$ cat src/rtl/core/mcd_pkg.sv
// Shared constants for the motion centroid detector.
// No dependencies; imported by mcd_front, mcd_back and the top module.
package mcd_pkg;

  localparam int DEF_FRAME_WIDTH  = 320;
  localparam int DEF_FRAME_HEIGHT = 240;

  localparam int PIX_W  = 8;   // pixel byte
  localparam int HIT_W  = 15;  // hit counter, also min_hits
  localparam int CX_W   = 9;   // center_x field
  localparam int CY_W   = 8;   // center_y field
  localparam int TDATA_OUT_W = 24;

  localparam int CFG_IDX_W  = 1;
  localparam int CFG_DATA_W = 15;

  localparam logic [CFG_IDX_W-1:0] CFG_DIFF_THRESHOLD = 1'b0;
  localparam logic [CFG_IDX_W-1:0] CFG_MIN_HITS       = 1'b1;

  localparam logic [PIX_W-1:0] RST_DIFF_THRESHOLD = 8'd30;
  localparam logic [HIT_W-1:0] RST_MIN_HITS       = 15'd50;

endpackage

$ cat src/rtl/core/mcd_back.sv
// Back end: hit test and two parallel restoring dividers for the centroid.
// Depends on mcd_pkg; drives the result register of the output stream.
module mcd_back #(
  parameter int FRAME_WIDTH  = 320,
  parameter int FRAME_HEIGHT = 240,
  parameter int JOB_W        = 62
) (
  input  logic                            clk_i,
  input  logic                            rst_ni,
  input  logic                            job_valid_i,
  output logic                            job_ready_o,
  input  logic [JOB_W-1:0]                job_data_i,
  input  logic [mcd_pkg::HIT_W-1:0]       min_hits_i,
  output logic                            m_axis_tvalid,
  input  logic                            m_axis_tready,
  output logic [mcd_pkg::TDATA_OUT_W-1:0] m_axis_tdata,
  output logic [0:0]                      m_axis_tuser
);
  import mcd_pkg::*;

  localparam int CW   = $clog2(FRAME_WIDTH);
  localparam int RW   = $clog2(FRAME_HEIGHT);
  localparam int SCW  = HIT_W + CW;
  localparam int SRW  = HIT_W + RW;
  localparam int DW   = (SCW > SRW) ? SCW : SRW;
  localparam int CNTW = $clog2(DW);
  localparam int XW   = CW + 1;

  typedef enum logic [2:0] {
    ST_IDLE = 3'b001,
    ST_DIV  = 3'b010,
    ST_DONE = 3'b100
  } state_e;

  state_e state_q, state_d;

  logic [HIT_W-1:0] job_hits;
  logic [SCW-1:0]   job_cols;
  logic [SRW-1:0]   job_rows;
  logic             job_motion, pop, load_out, out_free;

  logic             motion_q;
  logic [HIT_W-1:0] div_q;
  logic [DW-1:0]    num_c_q, num_r_q;
  logic [HIT_W-1:0] rem_c_q, rem_r_q;
  logic [CNTW-1:0]  cnt_q;
  logic [HIT_W:0]   trial_c, trial_r;
  logic             qc, qr;
  logic [XW-1:0]    cx;

  logic             out_valid_q, out_motion_q;
  logic [CX_W-1:0]  out_cx_q;
  logic [CY_W-1:0]  out_cy_q;

  assign {job_rows, job_cols, job_hits} = job_data_i;
  assign job_motion = (job_hits > min_hits_i) & (job_hits != '0);

  assign job_ready_o = (state_q == ST_IDLE);
  assign pop         = job_valid_i & job_ready_o;
  assign out_free    = ~out_valid_q | m_axis_tready;
  assign load_out    = (state_q == ST_DONE) & out_free;

  // one quotient bit per cycle on each divider
  assign trial_c = {rem_c_q, num_c_q[DW-1]};
  assign trial_r = {rem_r_q, num_r_q[DW-1]};
  assign qc      = (trial_c >= {1'b0, div_q});
  assign qr      = (trial_r >= {1'b0, div_q});

  always_comb begin
    state_d = state_q;
    case (state_q)
      ST_IDLE: if (pop) state_d = job_motion ? ST_DIV : ST_DONE;
      ST_DIV:  if (cnt_q == CNTW'(DW - 1)) state_d = ST_DONE;
      ST_DONE: if (out_free) state_d = ST_IDLE;
      default: state_d = ST_IDLE;
    endcase
  end

  always_ff @(posedge clk_i or negedge rst_ni) begin
    if (!rst_ni) begin
      state_q <= ST_IDLE;
    end else begin
      state_q <= state_d;
    end
  end

  always_ff @(posedge clk_i) begin
    if (pop) begin
      motion_q <= job_motion;
      div_q    <= job_hits;
      num_c_q  <= DW'(job_cols);
      num_r_q  <= DW'(job_rows);
      rem_c_q  <= '0;
      rem_r_q  <= '0;
      cnt_q    <= '0;
    end else if (state_q == ST_DIV) begin
      num_c_q <= {num_c_q[DW-2:0], qc};
      num_r_q <= {num_r_q[DW-2:0], qr};
      rem_c_q <= qc ? HIT_W'(trial_c - {1'b0, div_q}) : HIT_W'(trial_c);
      rem_r_q <= qr ? HIT_W'(trial_r - {1'b0, div_q}) : HIT_W'(trial_r);
      cnt_q   <= cnt_q + CNTW'(1);
    end
  end

  // mirrored column: width minus mean column
  assign cx = XW'(FRAME_WIDTH) - XW'(num_c_q[CW-1:0]);

  always_ff @(posedge clk_i or negedge rst_ni) begin
    if (!rst_ni) begin
      out_valid_q <= 1'b0;
    end else if (load_out) begin
      out_valid_q <= 1'b1;
    end else if (m_axis_tready) begin
      out_valid_q <= 1'b0;
    end
  end

  always_ff @(posedge clk_i) begin
    if (load_out) begin
      out_motion_q <= motion_q;
      out_cx_q     <= motion_q ? CX_W'(cx) : '0;
      out_cy_q     <= motion_q ? CY_W'(num_r_q[RW-1:0]) : '0;
    end
  end

  assign m_axis_tvalid = out_valid_q;
  assign m_axis_tuser  = out_motion_q;
  assign m_axis_tdata  = TDATA_OUT_W'({out_cy_q, out_cx_q});

endmodule

$ cat config.mk
export PLATFORM = sky130hd
export DESIGN_NAME = mcd_back
export DESIGN_NICKNAME = d
export VERILOG_FILES = /design/src/rtl/core/mcd_pkg.sv /design/src/rtl/core/mcd_back.sv
export SDC_FILE = /design/constraint.sdc
export NUM_CORES = 1
export LEC_CHECK = 0
export ABC_AREA = 1
export BUFFER_PORTS_ARGS = -buffer_cell sky130_fd_sc_hd__buf_2
export CAP_MARGIN = 20
export CELL_PAD_IN_SITES_DETAIL_PLACEMENT = 1
export CELL_PAD_IN_SITES_GLOBAL_PLACEMENT = 1
export CORE_ASPECT_RATIO = 1.2
export CORE_MARGIN = 4
export CORE_UTILIZATION = 45
export CTS_BUF_LIST = sky130_fd_sc_hd__clkbuf_8
export CTS_CLUSTER_DIAMETER = 100
export CTS_CLUSTER_SIZE = 24
export DETAILED_ROUTE_END_ITERATION = 12
export PLACE_DENSITY_LB_ADDON = 0.1
export SYNTH_ARGS = -nofsm -noshare
export SYNTH_HDL_FRONTEND = slang
export SYNTH_SLANG_ARGS = --single-unit
export TNS_END_PERCENT = 5
$ cat constraint.sdc
create_clock -name clk_i -period 5.2 [get_ports clk_i]
set_input_delay 0.26 -clock clk_i [delete_from_list [all_inputs] [get_ports clk_i]]
set_output_delay 0.26 -clock clk_i [all_outputs]
set_load 0.01 [all_outputs]
== Word-level counts from Yosys, hierarchy flattened ==
Cells that the tools add are included.
Word-level totals
  flip-flop bits (word level): 121
  input port bits: 81
  output and inout bits: 27
  logic and storage cells: 49
Cells by class
  add/subtract/negate cells: 4
  order comparisons: 3
  eq/ne operators: 7
  muxes and demuxes: 13
  bitwise operators: 5
  reduce and logical (&&, ||, !) cells: 4
Operator list (count)
  24-bit two-way mux: 2
  23-bit two-way mux: 2
  16-bit by 15-bit greater-or-equal comparator with 1-bit output: 2
  15-bit two-way mux: 2
  15-bit subtractor: 2
  15-bit > comparator: 1
  15-bit nonzero test: 1
  3-bit two-way mux: 4
  3-bit one-hot mux with 3 select lines: 1
  9-bit subtractor (first input constant): 1
  5-bit by 1-bit adder with 5-bit output (second input constant): 1
  5-bit equality test (second input constant): 1
  2-bit inequality test (second input constant): 2
  2-bit nonzero test: 2
  1-bit bitwise AND: 3
  3-bit by 1-bit equality test with 1-bit output (second input constant): 1
  3-bit by 2-bit equality test with 1-bit output (second input constant): 1
  3-bit equality test (second input constant): 1
  3-bit AND reduction: 1
  1-bit two-way mux: 2
  2-bit by 1-bit inequality test with 1-bit output (second input constant): 1
  1-bit NOT: 1
  1-bit OR: 1

== Logic depth before layout (Yosys ltp) ==
  depth in word-level cells: 5
  depth in mapped cells: 14
  depth with buffers taken out: 14

== Least setup slack after synthesis ==
Ideal clock, no wire load.
  kind: register -> register
  from: reg state_q[0]
  to: reg num_c_q[0] (enable)
  setup time: 0.385 ns
  arrival time: 1.775 ns
  required time: 4.815 ns
  slack: 3.040 ns
  cell stages (with the launch flop): 8
  buffers on the path: 1
  period minus slack after synthesis: 2.160 ns
  path through: dfstp_2 -> inv_1 -> nor3_4 -> inv_2 -> nor2_2 -> inv_2 -> nand2_1 -> buf_2
Between the ends
  longest elaborated chain between the ends: 3
  elaborated cells between the ends (all ways): 4
  those cells by class: eq/ne: 2; bitwise: 1; reduce/logical: 1
Ends and longest elaborated chain
  from (decl): line mcd_back.sv:35  | state_e state_q, state_d;
  from (signal assigned): line mcd_back.sv:83  | state_q <= state_d;
  3-bit by 1-bit equality test with 1-bit output: line mcd_back.sv:58  | assign job_ready_o = (state_q == ST_IDLE);
  net job_ready_o: line mcd_back.sv:11  | output logic job_ready_o,
  1-bit bitwise AND: line mcd_back.sv:59  | assign pop = job_valid_i & job_ready_o;
  2-bit nonzero test (no line)
  to (signal assigned): line mcd_back.sv:91  | num_c_q <= DW'(job_cols);
  to (signal assigned): line mcd_back.sv:97  | num_c_q <= {num_c_q[DW-2:0], qc};
  to (decl): line mcd_back.sv:44  | logic [DW-1:0] num_c_q, num_r_q;
The timed path passes the listed nets, and every way through them passes these cells.
A chain may end at the register's enable or synchronous reset.

== Final worst setup path ==
  from: reg state_q[0]
  to: reg num_r_q[22] (enable)
Between the ends
  longest elaborated chain between the ends: 3
  elaborated cells between the ends (all ways): 4
  those cells by class: eq/ne: 2; bitwise: 1; reduce/logical: 1
Ends and longest elaborated chain
  3-bit by 1-bit equality test with 1-bit output: line mcd_back.sv:58
  1-bit bitwise AND: line mcd_back.sv:59
  2-bit nonzero test (no line) *
  to (signal assigned): line mcd_back.sv:92  | num_r_q <= DW'(job_rows);
  to (signal assigned): line mcd_back.sv:98  | num_r_q <= {num_r_q[DW-2:0], qr};
  to (decl): line mcd_back.sv:44
Mark *: on every way between the ends. The rest lies on a longest branch, timed or not.

==> out/summary.md <==
Leaving out fill and tap cells, the most frequent cell in the layout is nand2_1. The die covers 0.0192 sq mm. The die is 127 um wide.

The H-tree depth reported by CTS is 4. The most used flip-flop cell after synthesis is edfxtp_1. The maximum count of clock buffers along a single path was 2; the endpoint required time on the critical path was 5.29 ns.

The headroom to the max-slew limit is 49.2%, and the minimum setup slack in the final design is 1.78 ns. After layout, the minimum clock period comes to 3.42 ns. Port buffering added 100 buffers. In the layout the commonest cells are nand2_1 (377), inv_1 (165), buf_2 (100), nand3_1 (82), edfxtp_1 (81).

Summed over all layers, the routed wires come to 21.1 mm. The cell count after synthesis came out at 1013. Per report_power, the sequential group accounts for 43.6% of the total. In this run the mean area of a mapped cell was 7.57 sq um.

The CTS sink count was 121. The cell sitting at the root of the clock tree is a clkbuf_8. The share of total power dissipated in the clock network is 22.1%. The total count of max-transition violations in the final report was 0. In this run, distinct cell masters in the synthesized netlist total 45. The number of placed instances, taps included, is 1308. For the number of buffers inserted to repair setup after CTS, the log shows 0. For the final count of hold timing violations, the log shows 0. Excluding fillers, the count of instances in the completed layout stands at 1341. Once detail routing completed, the nets flagged for antenna violations numbered 0. The area added between synthesis and finish works out to 13.2%. In this run the cell area measured after placement is 0.00831 sq mm. The initial utilization of the core area, before any placement, comes to 45.7%. From bottom edge to top edge, the die measures 151 um. For this design the top-level I/O count stands at 108.

The logs give 7252 for the number of global-route vias before repair and 281 for the starting DRC count in detailed routing. Using the TritonRoute via totals, the vias-per-cell ratio works out to 5.06. The share of post-route cells with drive strength above 1 works out to 15.2%. Largest fanout of any net on the critical path: 73.

The run gives 0.00455 uW as the leakage power. The share of total power dissipated in combinational logic is 34.2%. Synthesis inferred 121 register bits. The internal power of the cells totals 2110 uW. The number of antenna diodes is 0, and the detailed-placement wirelength estimate is 16.5 mm.

Based on the critical path, the design can be clocked at up to 0.292 GHz. The critical path contains buffers and inverters numbering 5 combined. The initial antenna violation count was 1. The placeable core region was 0.0168 sq mm; the via total after detailed routing was 6791.

The delay of the slowest critical-path stage is 0.59 ns, and the sequential cell area fraction in the yosys report is 42.4%. Across the run, the number of max-cap violations was 0. The worst setup path is captured at a flop.

Traced cell by cell, the critical path runs through inv_1 > nor3_4 > inv_2 > nor2_4 > buf_4 > inv_2 > nand2_2 > buf_4. The later-pin clock latency in the skew report came out at 0.46 ns. The critical path's slowest cell was buf_4. The overall fraction of global-route tracks in use was 23.0%. The worst setup path is of the flop to flop kind. In the routed design, unresolved DRC markers number 0. The first global-routing pass estimated 34.9 mm of wire. Timing analysis after detailed placement gives a worst setup slack of 1.74 ns. STA classifies the critical path startpoint as a flop. The logs give 0.00869 sq mm for the final instance area and 0.0230 ns for the worst hold slack.

Summed over all nets, the switching power comes to 1390 uW. Counting flops with a built-in enable in the synthesized netlist gives 81. Summing every instance area after synthesis gives 0.00767 sq mm. Among cell families on the critical path, the largest total delay comes from buffers and inverters.

The pre-antenna-repair detailed-routing pass consisted of 6 iterations. The congestion estimate from routability-driven global placement came to 0.833. The clock transition at the registers of the reported paths was 0.08 ns; the number of warnings reported in the yosys synthesis log was 0. The tools report the total congestion overflow after global routing as 0. The number of buffers added by the clock tree synthesis step was 17; the fraction of the cycle the final worst path needs was 65.9%. In the final design database the tool counted 1243 nets. The worst hold path belongs to the class input pin to flop.

Net switching is 39.8% of the power. The initialized floorplan defines 52 standard-cell rows. TritonCTS built the clock tree. Summed over all failing endpoints, the final setup total negative slack is 0 ns.

The run finished with clean final reports. The largest vdd supply drop is 0.243 mV. The pin count of the biggest net entering global routing was 74. After synthesis, the share of flip-flops with an asynchronous set or reset is 3.31%. Detailed-route wire length per cell: 15.7 um.

At the pin with the least slew margin, the transition time is 0.762 ns. The tools report the number of endpoints failing setup at the final stage as 0. In this run the power density over the cells is 404 mW/mm^2. The run gives 0.0108 ns as the maximum clock skew at final layout. Setup repair after global routing left no endpoint under its margin. At the worst endpoint, the arrival time is 3.52 ns.
-- final cells by class --
class / instances / area (sq um)
inverter: 170 / 638
clock buffer: 17 / 234
multi-input combinational: 697 / 3600
tap: 216 / 270
fill: 2177 / 8100
sequential: 121 / 3250
clock inverter: 14 / 118
timing repair buffer: 106 / 571
-- stage by stage --
step / util [%] / power [uW]
global placement: 49.4 / 2700
CTS: 51.7 / 3550
floorplan: - / 2360
global route: 51.7 / 3770
finish: 51.7 / 3500
detailed placement: 49.5 / 2760
-- registers in the layout, indices dropped and copies added (netlist names) --
register,count
state_q,3
num_c_q,24
m_axis_tvalid,1
out_cx_q,9
rem_r_q,15
num_r_q,24
m_axis_tuser,1
div_q,15
motion_q,1
rem_c_q,15
cnt_q,5
out_cy_q,8
-- synth_stat cells, types with 5 or more instances --
cell	count	area (sq um)
nand2_2	5	31.3
clkbuf_1	7	26.3
o21ai_0	31	155
nand2_1	378	1420
dfxtp_1	36	721
nor2_1	40	150
nand3_2	10	100
a31oi_1	5	31.3
ha_1	47	588
nand3b_1	9	67.6
nand4_1	9	56.3
a21oi_1	27	135
nand3_1	82	410
buf_6	5	56.3
inv_1	165	619
buf_2	9	45.0
xnor2_1	8	70.1
edfxtp_1	81	2430
buf_4	8	60.1
-- power by group through the flow --
| stage | sequential (uW) | combinational (uW) | clock (uW) |
|---|---|---|---|
| finish | 1530 | 1200 | 776 |
| detailed placement | 1550 | 1210 | 0 |
| global placement | 1540 | 1160 | 0 |
| CTS | 1530 | 1220 | 793 |
| global route | 1550 | 1370 | 843 |
| floorplan | 1520 | 849 | 0 |
-- metal layers --
metal	up-vias	track usage [%]	wire length, um	share of wire [%]
li1	3408	-	-	-
met1	3241	26.9	8840	42
met2	108	43.0	11200	53
met3	32	3.60	569	2.7
met4	2	7.46	439	2.1
met5	-	0	16	0.076
-- worst register-to-register path: stages, from the launching register on --
cell     delay (ns)
dfstp_2        0.53
inv_1          0.08
nor3_4         0.19
inv_2          0.07
nor2_4         0.07
buf_4          0.59
inv_2          0.56
nand2_2        0.38
buf_4          0.57
-- cells by family after synthesis --
kind of cell	share of synthesized area, %
AND/OR/NAND/NOR	31.6
buffers and inverters	11.0
flip-flops	42.4
AO/OA/AOI/OAI	5.33
adder cells (fa/ha/maj)	8.19
XOR/XNOR	1.37
other	0.0489
-- worst paths after layout --
path | startpoint | to | cells after the start | slack (ns)
worst max-delay path | state_q[0]$_DFFE_PN1P_ | num_r_q[22]$_DFFE_PP_ | 8 | 1.78
worst min-delay path | job_data_i[5] | div_q[5]$_DFFE_PP_ | 1 | 0.02
worst max register to register | state_q[0]$_DFFE_PN1P_ | num_r_q[22]$_DFFE_PP_ | 8 | 1.78
worst min register to register | cnt_q[4]$_SDFFE_PP0P_ | cnt_q[4]$_SDFFE_PP0P_ | 2 | 0.48
max in group asynchronous | rst_ni | state_q[0]$_DFFE_PN1P_ | 2 | 4.85
min in group asynchronous | rst_ni | state_q[2]$_DFFE_PN0P_ | 2 | 0.14
-- timing repair --
item,4_1_cts,5_1_grt
hold endpoints to repair,5,0
hold buffers,2,0
gates resized for setup,0,0
endpoints found under the setup margin,0,0
Note: power is estimated with default switching activity, not from simulation.
