**src/rtl/core/mcd_queue.sv**
```systemverilog
// Two-entry flop queue carrying frame totals from front to back.
// No package dependencies.
module mcd_queue #(
  parameter int WIDTH = 8
) (
  input  logic             clk_i,
  input  logic             rst_ni,
  input  logic             push_valid_i,
  output logic             push_ready_o,
  input  logic [WIDTH-1:0] push_data_i,
  output logic             pop_valid_o,
  input  logic             pop_ready_i,
  output logic [WIDTH-1:0] pop_data_o
);

  logic [WIDTH-1:0] entry_q [2];
  logic             wr_ptr_q, rd_ptr_q;
  logic [1:0]       count_q;
  logic             push, pop;

  assign push_ready_o = (count_q != 2'd2);
  assign pop_valid_o  = (count_q != 2'd0);
  assign pop_data_o   = entry_q[rd_ptr_q];
  assign push         = push_valid_i & push_ready_o;
  assign pop          = pop_valid_o & pop_ready_i;

  always_ff @(posedge clk_i or negedge rst_ni) begin
    if (!rst_ni) begin
      wr_ptr_q <= 1'b0;
      rd_ptr_q <= 1'b0;
      count_q  <= 2'd0;
    end else begin
      if (push) wr_ptr_q <= ~wr_ptr_q;
      if (pop)  rd_ptr_q <= ~rd_ptr_q;
      case ({push, pop})
        2'b10:   count_q <= count_q + 2'd1;
        2'b01:   count_q <= count_q - 2'd1;
        default: count_q <= count_q;
      endcase
    end
  end

  always_ff @(posedge clk_i) begin
    if (push) begin
      entry_q[wr_ptr_q] <= push_data_i;
    end
  end

endmodule

```
**config.mk**
```make
export PLATFORM = sky130hd
export DESIGN_NAME = mcd_queue
export DESIGN_NICKNAME = d
export VERILOG_FILES = /design/src/rtl/core/mcd_queue.sv
export SDC_FILE = /design/constraint.sdc
export NUM_CORES = 1
export LEC_CHECK = 0
export ABC_AREA = 1
export BUFFER_PORTS_ARGS = -buffer_cell sky130_fd_sc_hd__buf_2
export CAP_MARGIN = 15
export CORE_ASPECT_RATIO = 0.9
export CORE_UTILIZATION = 49
export DETAILED_ROUTE_END_ITERATION = 16
export PLACE_DENSITY = 0.75
export RECOVER_POWER = 25
export SYNTH_ARGS = -nofsm -noshare
export SYNTH_HDL_FRONTEND = slang
export SYNTH_SLANG_ARGS = --single-unit
```
**constraint.sdc**
```tcl
create_clock -name clk_i -period 1.6 [get_ports clk_i]
set_input_delay 0.24 -clock clk_i [delete_from_list [all_inputs] [get_ports clk_i]]
set_output_delay 0.24 -clock clk_i [all_outputs]
set_load 0.03 [all_outputs]
```
### Word level (Yosys, flattened, before mapping)

Memories as Yosys holds them, arrays and structs flattened.
Cells that the tools add are included.

| operators by class | value |
|---|---|
| $add $sub $neg | 2 |
| equal/unequal tests | 3 |
| muxes and demuxes | 3 |
| bitwise logic cells | 4 |
| reductions and logical operators | 2 |

Operator list:

| kind | number |
|---|---|
| $pmux 2 s2 | 1 |
| $reduce_bool 2->1 | 2 |
| $add 2x1->2 const B | 1 |
| $and 1x1->1 | 2 |
| $eq 2x1->1 const B | 1 |
| $eq 2x2->1 const B | 1 |
| $mux 1 | 2 |
| $ne 2x2->1 const B | 1 |
| $not 1->1 | 2 |
| $sub 2x1->2 const B | 1 |

| storage, ports and cells | value |
|---|---|
| register bits | 4 |
| RAM bits | 16 |
| bits of input ports | 12 |
| output and inout bits | 10 |
| word-level logic and storage cells | 18 |
| memories | 1 |

Memories:

| memory | words | bits a word | read ports | clocked after memory_dff | wr ports | RTL line | text |
|---|---|---|---|---|---|---|---|
| entry_q | 2 | 8 | 1 | 0 | 1 | 16 | `logic [WIDTH-1:0] entry_q [2];` |

### Depth between registers and ports, before layout

Gate-level depths: netlist (run 1).

| depth | value |
|---|---|
| word-level depth | 4 |
| mapped depth | 10 |

### Worst setup path before layout (run 1)

No wires, ideal clock.

| timing | value |
|---|---|
| kind | reg-to-reg |
| from | reg count_q[1] |
| to | reg count_q[1] |
| data arrival time | 1278 ps |
| required time | 1483 ps |
| slack | 205 ps |
| stages on the path, launching flop included | 10 |
| period minus slack after synthesis | 1395 ps |
| path through | dfrtp_1 inv_1 nand2_2 nand2_1 inv_1 ha_1 inv_1 nand3_1 nand2_1 nand2_1 |

| on the way | value |
|---|---|
| longest elaborated chain between the ends | 4 |

RTL lines:

| item | RTL line | text |
|---|---|---|
| start, declared | 18 | `logic [1:0] count_q;` |
| start signal, assigned | 36 | `2'b10: count_q <= count_q + 2'd1;` |
| start signal, assigned | 37 | `2'b01: count_q <= count_q - 2'd1;` |
| start signal, assigned | 38 | `default: count_q <= count_q;` |
| $reduce_bool 2->1 (*) | 22 | `assign pop_valid_o = (count_q != 2'd0);` |
| via pop_valid_o | 11 | `output logic pop_valid_o,` |
| $and 1x1->1 (*) | 25 | `assign pop = pop_valid_o & pop_ready_i;` |
| via pop | 19 | `logic push, pop;` |
| $eq 2x1->1 / $eq 2x2->1 (equally long branches) | 35 | `case ({push, pop})` |
| $pmux 2 s2 / $reduce_bool 2->1 (equally long branches) | - |  |

Mark *: on every way through the listed nets, which the timed path passes. The rest lies on a longest branch.
A chain may end at the register's enable or synchronous reset.

### Final worst setup path (run 1)

| timing | value |
|---|---|
| from | reg rd_ptr_q |
| to | out pop_data_o[2] |

| on the way | value |
|---|---|
| longest elaborated chain between the ends | 1 |

RTL lines:

| item | RTL line | text |
|---|---|---|
| start, declared | 17 | `logic wr_ptr_q, rd_ptr_q;` |
| start signal, assigned | 34 | `if (pop) rd_ptr_q <= ~rd_ptr_q;` |
| $mem_v2 2x8 | - |  |
| end, declared | 13 | `output logic [WIDTH-1:0] pop_data_o` |

No other way between the ends.

==> metrics.cfg, run 1 <==
[grt]
grt_max_degree=12
grt_pass1_wl_microns=1880
grt_pass1_vias=467
antenna_found_initial=0
track_usage=0.152
globalRouteOverflowTotal=0

[finish]
fin_util=0.663
antenna_cells=0
area_growth_syn_to_layout_pct=20.9
fin_cells=119
final_area_sq_um=992
fin_nets=111
drive_gt1_frac=0.320

[route]
via_per_inst=4.62
first_pass_iters=4
drc=0
vias=550
detail-route-antenna-nets=0
drt-total-wl_microns=1320
drt-initial-drc-count=14
wl_per_cell_microns=11.1

[die]
fp.dieH_microns=40.8
rows=13
start_util=0.548
io_pins=22
coreArea_sq_um=1500
die_w_microns=45.1
dieArea_sq_um=1840

[worst_setup_path]
cpMaxStageDelayCell=dfrtp_2
cp_common_cell=nand2_1
cp_slowest_stage_delay_ps=510
endpoint_kind=output port
crit_fanout=10
cp-start-kind=flip-flop
required_ps=1360
path_cells=inv_4 -> nand2_1 -> nand2_1 -> buf_2
arrival_ps=1230
critical_path_class=reg -> out

[power]
power.density_nw_per_um2=1940
ir_drop_v=0.00105
total_power_mw=1.93
p_leak_nw=0.464

[yosys]
synthTopCellsByArea=edfxtp_1 59%, nand2_1 14%, dfrtp_1 12%, nand2_4 2.7%, inv_1 2.3%
synth_common_cells=31 x nand2_1, 16 x edfxtp_1, 5 x inv_1, 4 x dfrtp_1
synth_edf_count=16
synth_cells=71
yosys_warnings=0
ys_async_sr_fraction=0.200
ys_seq_area_frac=0.707
synth.distinct_cells=15
synthesis.area_sq_um=821
netlist.area_leader.share=0.585
yosysMostFrequentCell=nand2_1
syn-num-nets=84
synth_top_area_cell=edfxtp_1
synth_flop_cell=edfxtp_1
avgSynthCellArea_sq_um=11.6
yosys_register_bits=20

[hold_path]
min_path_type=in -> reg

[clock_tree]
root_buffer=clkbuf_4
cts_buffer_depth=2
cts.sinks=20
htree_levels=1
clk_pin_slew_ps=110
cts_buffers=3
cts_tree=yes
clk_latency_ps=280

[placement]
postPlaceCellArea_sq_um=953
io_buffers=21
place_ws_ps=211
gp_congestion=0.905
place_inst=114
dpl.hpwl_microns=945

[sta]
fmax_mhz=678
hold_viol=0
drv_slew=0
fin_crit_ps=1470
grt_setup_unrepaired=false
setup_slack_ps=125
slew_headroom=0.819
tns_ps=0
skew_ps=4.25
holdWs_ps=139
setup_viol=0
timing.final.crit_share=0.922
worst_slew_pin_slew_ps=271

[run]
maxCapViolCount=0

[run_status]
status=complete, no violations

## routing by layer
| metal | vias to the layer above | GRT usage | share of wire |
|---|---|---|---|
| met3 | 0 | 0.0396 | 0.036 |
| li1 | 282 | - | - |
| met5 | - | 0 | 0 |
| met1 | 251 | 0.174 | 0.45 |
| met4 | 0 | 0.0227 | 0 |
| met2 | 17 | 0.293 | 0.51 |
## worst paths after layout
kind | from | endpoint | slack, ps | cells after the start
worst min register to register | wr_ptr_q$_DFFE_PN0P_ | wr_ptr_q$_DFFE_PN0P_ | 520 | 2
worst max-delay path | rd_ptr_q$_DFFE_PN0P_ | pop_data_o[2] | 130 | 4
max in group asynchronous | rst_ni | rd_ptr_q$_DFFE_PN0P_ | 1190 | 2
worst max register to register | count_q[1]$_DFFE_PN0P_ | count_q[1]$_DFFE_PN0P_ | 190 | 9
min in group asynchronous | rst_ni | count_q[0]$_DFFE_PN0P_ | 280 | 2
worst min-delay path | push_data_i[5] | entry_q[1][5]$_DFFE_PP_ | 140 | 1
## final cells by class
type	instances	area, sq um
repair buffers	23	121
clock buffers	3	22.5
inverters	7	28.8
flip-flops and latches	20	582
multi-input cells	43	206
clock inverters	1	3.75
fillers	132	504
well taps	22	27.5
## logic make-up after synthesis
kind of cell / after synthesis / synth area share
DFF: 20 / 0.707
and+or+nand+nor: 40 / 0.220
AOI/OAI and AO/OA: 1 / 0.00609
xor gates and xnor gates: 1 / 0.0107
adders and majority gates: 1 / 0.0152
buffers and inverters: 8 / 0.0412
## layout by cell type (no fill, tap or decap)
| master | Yosys | final |
|---|---|---|
| nand2_1 | 31 | 31 |
| buf_2 | 0 | 20 |
| edfxtp_1 | 16 | 16 |
| inv_1 | 5 | 5 |
| clkbuf_4 | 0 | 3 |
| dfrtp_1 | 4 | 3 |
| nand2_4 | 2 | 2 |
| nor2_1 | 2 | 2 |
| nand3_1 | 2 | 2 |
| inv_4 | 0 | 1 |
| inv_2 | 2 | 1 |
| nand2_2 | 1 | 1 |
| nor2_4 | 1 | 1 |
| xnor2_1 | 1 | 1 |
| a21oi_1 | 1 | 1 |
| nand4_1 | 1 | 1 |
| ha_1 | 1 | 1 |
| clkinv_1 | 0 | 1 |
| dlygate4sd3_1 | 0 | 1 |
| clkbuf_1 | 0 | 1 |
| buf_4 | 1 | 1 |
| dfrtp_2 | 0 | 1 |
## registers in the layout, summed over array words and instances (netlist names)
register / cells
count_q: 2
wr_ptr_q: 1
entry_q: 16
rd_ptr_q: 1
## report_power, final
part           internal, mW  total, mW  switching [mW]
sequential            0.726      0.829           0.103
clock                0.0903      0.227           0.137
combinational         0.259      0.871           0.612
total                  1.07       1.93           0.851
## critical path: cells and delay by family (launching register included)
kind | cells | cell delay, ps
and+or+nand+nor | 2 | 110
DFF | 1 | 510
buffers and inverters | 2 | 330
## repair_timing
item | in CTS | in global routing
gates resized for setup | 0 | 2
buffers inserted | 0 | 0
hold buffers | 1 | 0
hold endpoints to repair | 4 | 0
setup endpoints to repair | 0 | 8
Note: power is estimated with default switching activity, not from simulation.
==> run 2: changes to the inputs <==
--- a/config.mk
+++ b/config.mk
@@ -5,11 +5,10 @@
 export SDC_FILE = /design/constraint.sdc
 export NUM_CORES = 1
 export LEC_CHECK = 0
-export ABC_AREA = 1
 export BUFFER_PORTS_ARGS = -buffer_cell sky130_fd_sc_hd__buf_2
 export CAP_MARGIN = 15
 export CORE_ASPECT_RATIO = 0.9
-export CORE_UTILIZATION = 49
+export CORE_UTILIZATION = 48
 export DETAILED_ROUTE_END_ITERATION = 16
 export PLACE_DENSITY = 0.75
 export RECOVER_POWER = 25
==> run 2 against run 1 <==
  * Register-to-register slack worse by 60 ps
  * Largest cell class unchanged
  * Clock skew grew 9.3 ps
  * Combinational power down 2.4%
  * Power up 6.4%
  * First-iteration DRC count is the same
  * Critical path depth fell by 1
  * Utilization increased by 1.3 points
  * Setup slack got worse by 98 ps
  * Non-clock buffer count rose by 4
  * Die area down 3.9%
  * Sequential share of layout area decreased by 0.51 points
  * Area after synthesis shrank 6.1%
==> metrics.cfg, run 2 <==
[worst_setup_path]
required_ps=1360
cpMaxStageDelayCell=dfrtp_2
endpoint_kind=output port
reg2reg_depth=5
critical_path_class=reg -> out
cp-start-kind=flip-flop
cp_num_cells=3
crit_family=flip-flops
cp_slowest_stage_delay_ps=370
path_cells=buf_4 -> mux2_2 -> buf_2
arrival_ps=1330
critPathBufInv=2
crit_fanout=5

[sta]
slew_headroom=0.740
tns_ps=0
timing.final.crit_share=0.983
hold_viol=0
drv_slew=0
setup_viol=0
grt_setup_unrepaired=true
skew_ps=13.6
setup_slack_ps=27.6
fmax_mhz=636
fin_crit_ps=1570
worst_slew_pin_slew_ps=390
holdWs_ps=115

[grt]
grt_max_degree=13
grt_pass1_wl_microns=1790
track_usage=0.160
antenna_found_initial=0
globalRouteOverflowTotal=0
grt_pass1_vias=399

[finish]
multiInputGateArea_sq_um=188
top_register=entry_q
layout_common_cells=20 x buf_2, 16 x edfxtp_1, 8 x mux2_2
register_area_sq_um=582
antenna_cells=0
fin_nets=86
final_area_sq_um=1000
largestRegisters=entry_q x16, count_q x2
drive_gt1_frac=0.556
largest_register_ffs=16
final_common_cell=buf_2
area_growth_syn_to_layout_pct=29.9
fillers=108

[yosys]
synth_top_area_cell=edfxtp_1
yosys_warnings=0
synthTopCellsByArea=edfxtp_1 62%, dfrtp_1 13%, mux2_2 12%, xnor2_1 3.4%, xor2_1 2.3%
ys_seq_area_frac=0.753
ys_async_sr_fraction=0.200
avgSynthCellArea_sq_um=18.4
synth_common_cells=16 x edfxtp_1, 8 x mux2_2, 4 x dfrtp_1, 3 x xnor2_1
yosys_register_bits=20
yosysMostFrequentCell=edfxtp_1
synthesis.area_sq_um=771
netlist.area_leader.share=0.623
synth_cells=42
syn-num-nets=55
synth.distinct_cells=13
synth_flop_cell=edfxtp_1
synth_edf_count=16

[power]
p_leak_nw=0.405
ir_drop_v=0.00144
power.density_nw_per_um2=2050

[die]
fp.dieH_microns=40.0
coreArea_sq_um=1480
start_util=0.521
die_w_microns=44.2
dieArea_sq_um=1770
io_pins=22
rows=13

[clock_tree]
cts_buffers=3
cts_buffer_depth=2
root_buffer=clkbuf_4
cts.sinks=20
htree_levels=1
cts_tree=yes
clk_latency_ps=300
clk_pin_slew_ps=120

[placement]
io_buffers=21
dpl.hpwl_microns=787
postPlaceCellArea_sq_um=916
place_ws_ps=101
gp_congestion=0.631

[hold_path]
min_path_type=in -> reg
hold_path_depth=1

[route]
drc=0
via_per_inst=4.68
drt-total-wl_microns=1170
vias=440
wl_per_cell_microns=12.5
detail-route-antenna-nets=0
drt-initial-drc-count=14
first_pass_iters=6

[run]
maxCapViolCount=0

[run_status]
status=complete, no violations

-- run 2: final cells by class --
type                    count  share of cell area
clock buffers               3              0.0225
clock inverters             1              0.0300
multi-input cells          21               0.188
flip-flops and latches     20               0.581
well taps                  22              0.0275
repair buffers             27               0.151
-- run 2: cells by family after synthesis --
kind of cell,share of synthesized area
adders and majority gates,0.0162
xor gates and xnor gates,0.0568
buffers and inverters,0.00649
DFF,0.753
and+or+nand+nor,0.0503
muxes,0.117
-- run 2: where the power goes --
| group | internal (mW) | switching [mW] | leakage (nW) |
|---|---|---|---|
| registers | 0.730 | 0.0643 | 0.194 |
| clock network | 0.253 | 0.153 | 0.0279 |
| logic | 0.357 | 0.493 | 0.183 |
| total | 1.34 | 0.710 | 0.405 |
-- run 2: path summary, 6_finish.rpt --
kind / start / end / slack [ps]
max: rd_ptr_q$_DFFE_PN0P_ / pop_data_o[7] / 30
max in group asynchronous: rst_ni / rd_ptr_q$_DFFE_PN0P_ / 1200
min reg2reg: count_q[1]$_DFFE_PN0P_ / count_q[1]$_DFFE_PN0P_ / 500
min: push_data_i[6] / entry_q[1][6]$_DFFE_PP_ / 110
max reg2reg: count_q[0]$_DFFE_PN0P_ / count_q[1]$_DFFE_PN0P_ / 130
min in group asynchronous: rst_ni / count_q[1]$_DFFE_PN0P_ / 250
-- run 2: per-stage QoR --
stage               total power, mW   util  instances
floorplan                      1.39      -         42
global placement               1.58  0.619         86
detailed placement             1.60  0.619         86
CTS                            2.03  0.667         92
global route                   2.16  0.676         94
finish                         2.05  0.676         94
-- run 2: timing repair --
item | in CTS | in global routing
setup buffers | 1 | 2
resized for setup | 1 | 2
setup endpoints to repair | 8 | 8
hold endpoints to repair | 4 | 0
hold buffers | 1 | 0
-- run 2: metal layers --
metal / global-route usage / routed length, microns / vias up / part of all wire
met1: 0.162 / 519 / 210 / 0.44
met4: 0.0455 / 0 / 0 / 0
met2: 0.294 / 585 / 19 / 0.50
li1: - / - / 211 / -
met5: 0 / 0 / - / 0
met3: 0.0811 / 68 / 0 / 0.058
==> run 3: changes to the inputs <==
==> constraint.sdc (replaced) <==
create_clock -name clk_i -period 1.6 [get_ports clk_i]
set_input_delay 0.24 -clock clk_i [delete_from_list [all_inputs] [get_ports clk_i]]
set_output_delay 0.24 -clock clk_i [all_outputs]
set_load 0.02 [all_outputs]
==> run 3 against run 2 <==
  * Utilization shrank 3.0 points
  * Sequential power grew 4.8%
  * Clock skew shrank 10 ps
  * Critical path depth shrank 1
  * Combinational power shrank 21%
  * Worst hold slack gained 18 ps
  * Critical path type unchanged
  * Highest routed layer is now met4
==> metrics.cfg, run 3 (synthesis gave the netlist of run 2 again) <==
[run_status]
status=complete, no violations

[finish]
drive_gt1_frac=0.514
fillers=112
final_area_sq_um=957
fin_util=0.647
top_register=entry_q
largestRegisters=entry_q x16, count_q x2
area_growth_syn_to_layout_pct=24.2
layout_common_cells=20 x buf_2, 16 x edfxtp_1, 8 x mux2_2
fin_nets=84
antenna_cells=0
final_common_cell=buf_2
largest_register_ffs=16

[clock_tree]
clk_pin_slew_ps=100
cts_tree=yes
clk_latency_ps=290
htree_levels=1
root_buffer=clkbuf_4
cts.sinks=20
cts_buffer_depth=2
cts_buffers=3

[power]
ir_drop_v=0.00104
power.density_nw_per_um2=1810
power_frac_comb=0.389
swShare=0.341
power_frac_seq=0.480
power_switching_mw=0.592
power_frac_clock=0.131
p_leak_nw=0.383
p_int_mw=1.14
total_power_mw=1.73

[hold_path]
min_path_type=in -> reg

[die]
fp.dieH_microns=40.0
dieArea_sq_um=1770
rows=13
start_util=0.521
io_pins=22
coreArea_sq_um=1480
die_w_microns=44.2

[sta]
fmax_mhz=647
timing.final.crit_share=0.966
setup_viol=0
tns_ps=0
grt_setup_unrepaired=false
drv_slew=0
hold_viol=0
holdWs_ps=132
worst_slew_pin_slew_ps=396
slew_headroom=0.736
skew_ps=3.30
fin_crit_ps=1550

[grt]
antenna_found_initial=0
grt_pass1_wl_microns=1540
grt_max_degree=12
globalRouteOverflowTotal=0
grt_pass1_vias=383
track_usage=0.134

[route]
via_per_inst=4.67
vias=430
drt-initial-drc-count=4
drt-total-wl_microns=1120
wl_per_cell_microns=12.1
detail-route-antenna-nets=0
first_pass_iters=5
drc=0

[worst_setup_path]
cp-start-kind=flip-flop
critical_path_class=reg -> out
endpoint_kind=output port
crit_fanout=9
arrival_ps=1310
required_ps=1360

[placement]
dpl.hpwl_microns=807
io_buffers=21
postPlaceCellArea_sq_um=913
gp_congestion=0.628

[run]
maxCapViolCount=0

==> run 3: changes by cell type in the layout (fill, tap and decap cells not counted), sizes merged <==
cell / change
buf: -2
bufinv: -1
clkinv: +1
==> run 3: path summary, 6_finish.rpt <==
check,from,endpoint,slack [ps],cells after the start
worst max-delay path,rd_ptr_q$_DFFE_PN0P_,pop_data_o[2],50,2
worst min-delay path,push_data_i[4],entry_q[1][4]$_DFFE_PP_,130,1
worst max register to register,count_q[0]$_DFFE_PN0P_,count_q[1]$_DFFE_PN0P_,80,5
worst min register to register,count_q[1]$_DFFE_PN0P_,count_q[1]$_DFFE_PN0P_,510,1
max in group asynchronous,rst_ni,rd_ptr_q$_DFFE_PN0P_,1200,2
min in group asynchronous,rst_ni,wr_ptr_q$_DFFE_PN0P_,270,2
==> run 3: worst max-delay path, stage by stage, from the launching register on <==
cell,delay [ps]
dfrtp_2,500
mux2_2,360
buf_2,160
==> run 3: final cells by class <==
| class | instances | area [sq um] | area share |
|---|---|---|---|
| Sequential cell | 20 | 582 | 0.608 |
| Multi-Input combinational cell | 21 | 185 | 0.193 |
| Timing Repair Buffer | 25 | 136 | 0.142 |
| Tap cell | 22 | 27.5 | 0.0288 |
| Clock buffer | 3 | 22.5 | 0.0235 |
| Clock inverter | 1 | 3.75 | 0.00392 |
==> run 3: per-layer routing <==
metal  up-vias  global-route usage  part of all wire
li1        208                   -                 -
met1       205               0.140              0.44
met2        15               0.246              0.50
met3         2              0.0450             0.041
met4         0              0.0682             0.019
met5         -                   0                 0
==> run 3: through the flow <==
step                      std cells  setup slack (ps)
final                            92              54.1
after floorplan                  42              59.6
after detailed placement         86              77.2
after global routing             92              2.86
after global placement           86               158
after CTS                        91              34.2
==> run 3: power by group through the flow <==
stage,Sequential [mW],Combinational (mW),Clock [mW]
after floorplan,0.782,0.512,0
after global placement,0.833,0.649,0
after detailed placement,0.844,0.658,0
after CTS,0.837,0.662,0.239
after global routing,0.845,0.719,0.264
final,0.832,0.674,0.228
==> run 3: what timing repair did <==
action                                  4_1_cts  5_1_grt
setup buffers                                 0        1
hold buffers                                  1        0
gates resized for setup                       1        0
endpoints found under the hold margin         4        0
endpoints found under the setup margin        8        5
gates cloned                                  0        0
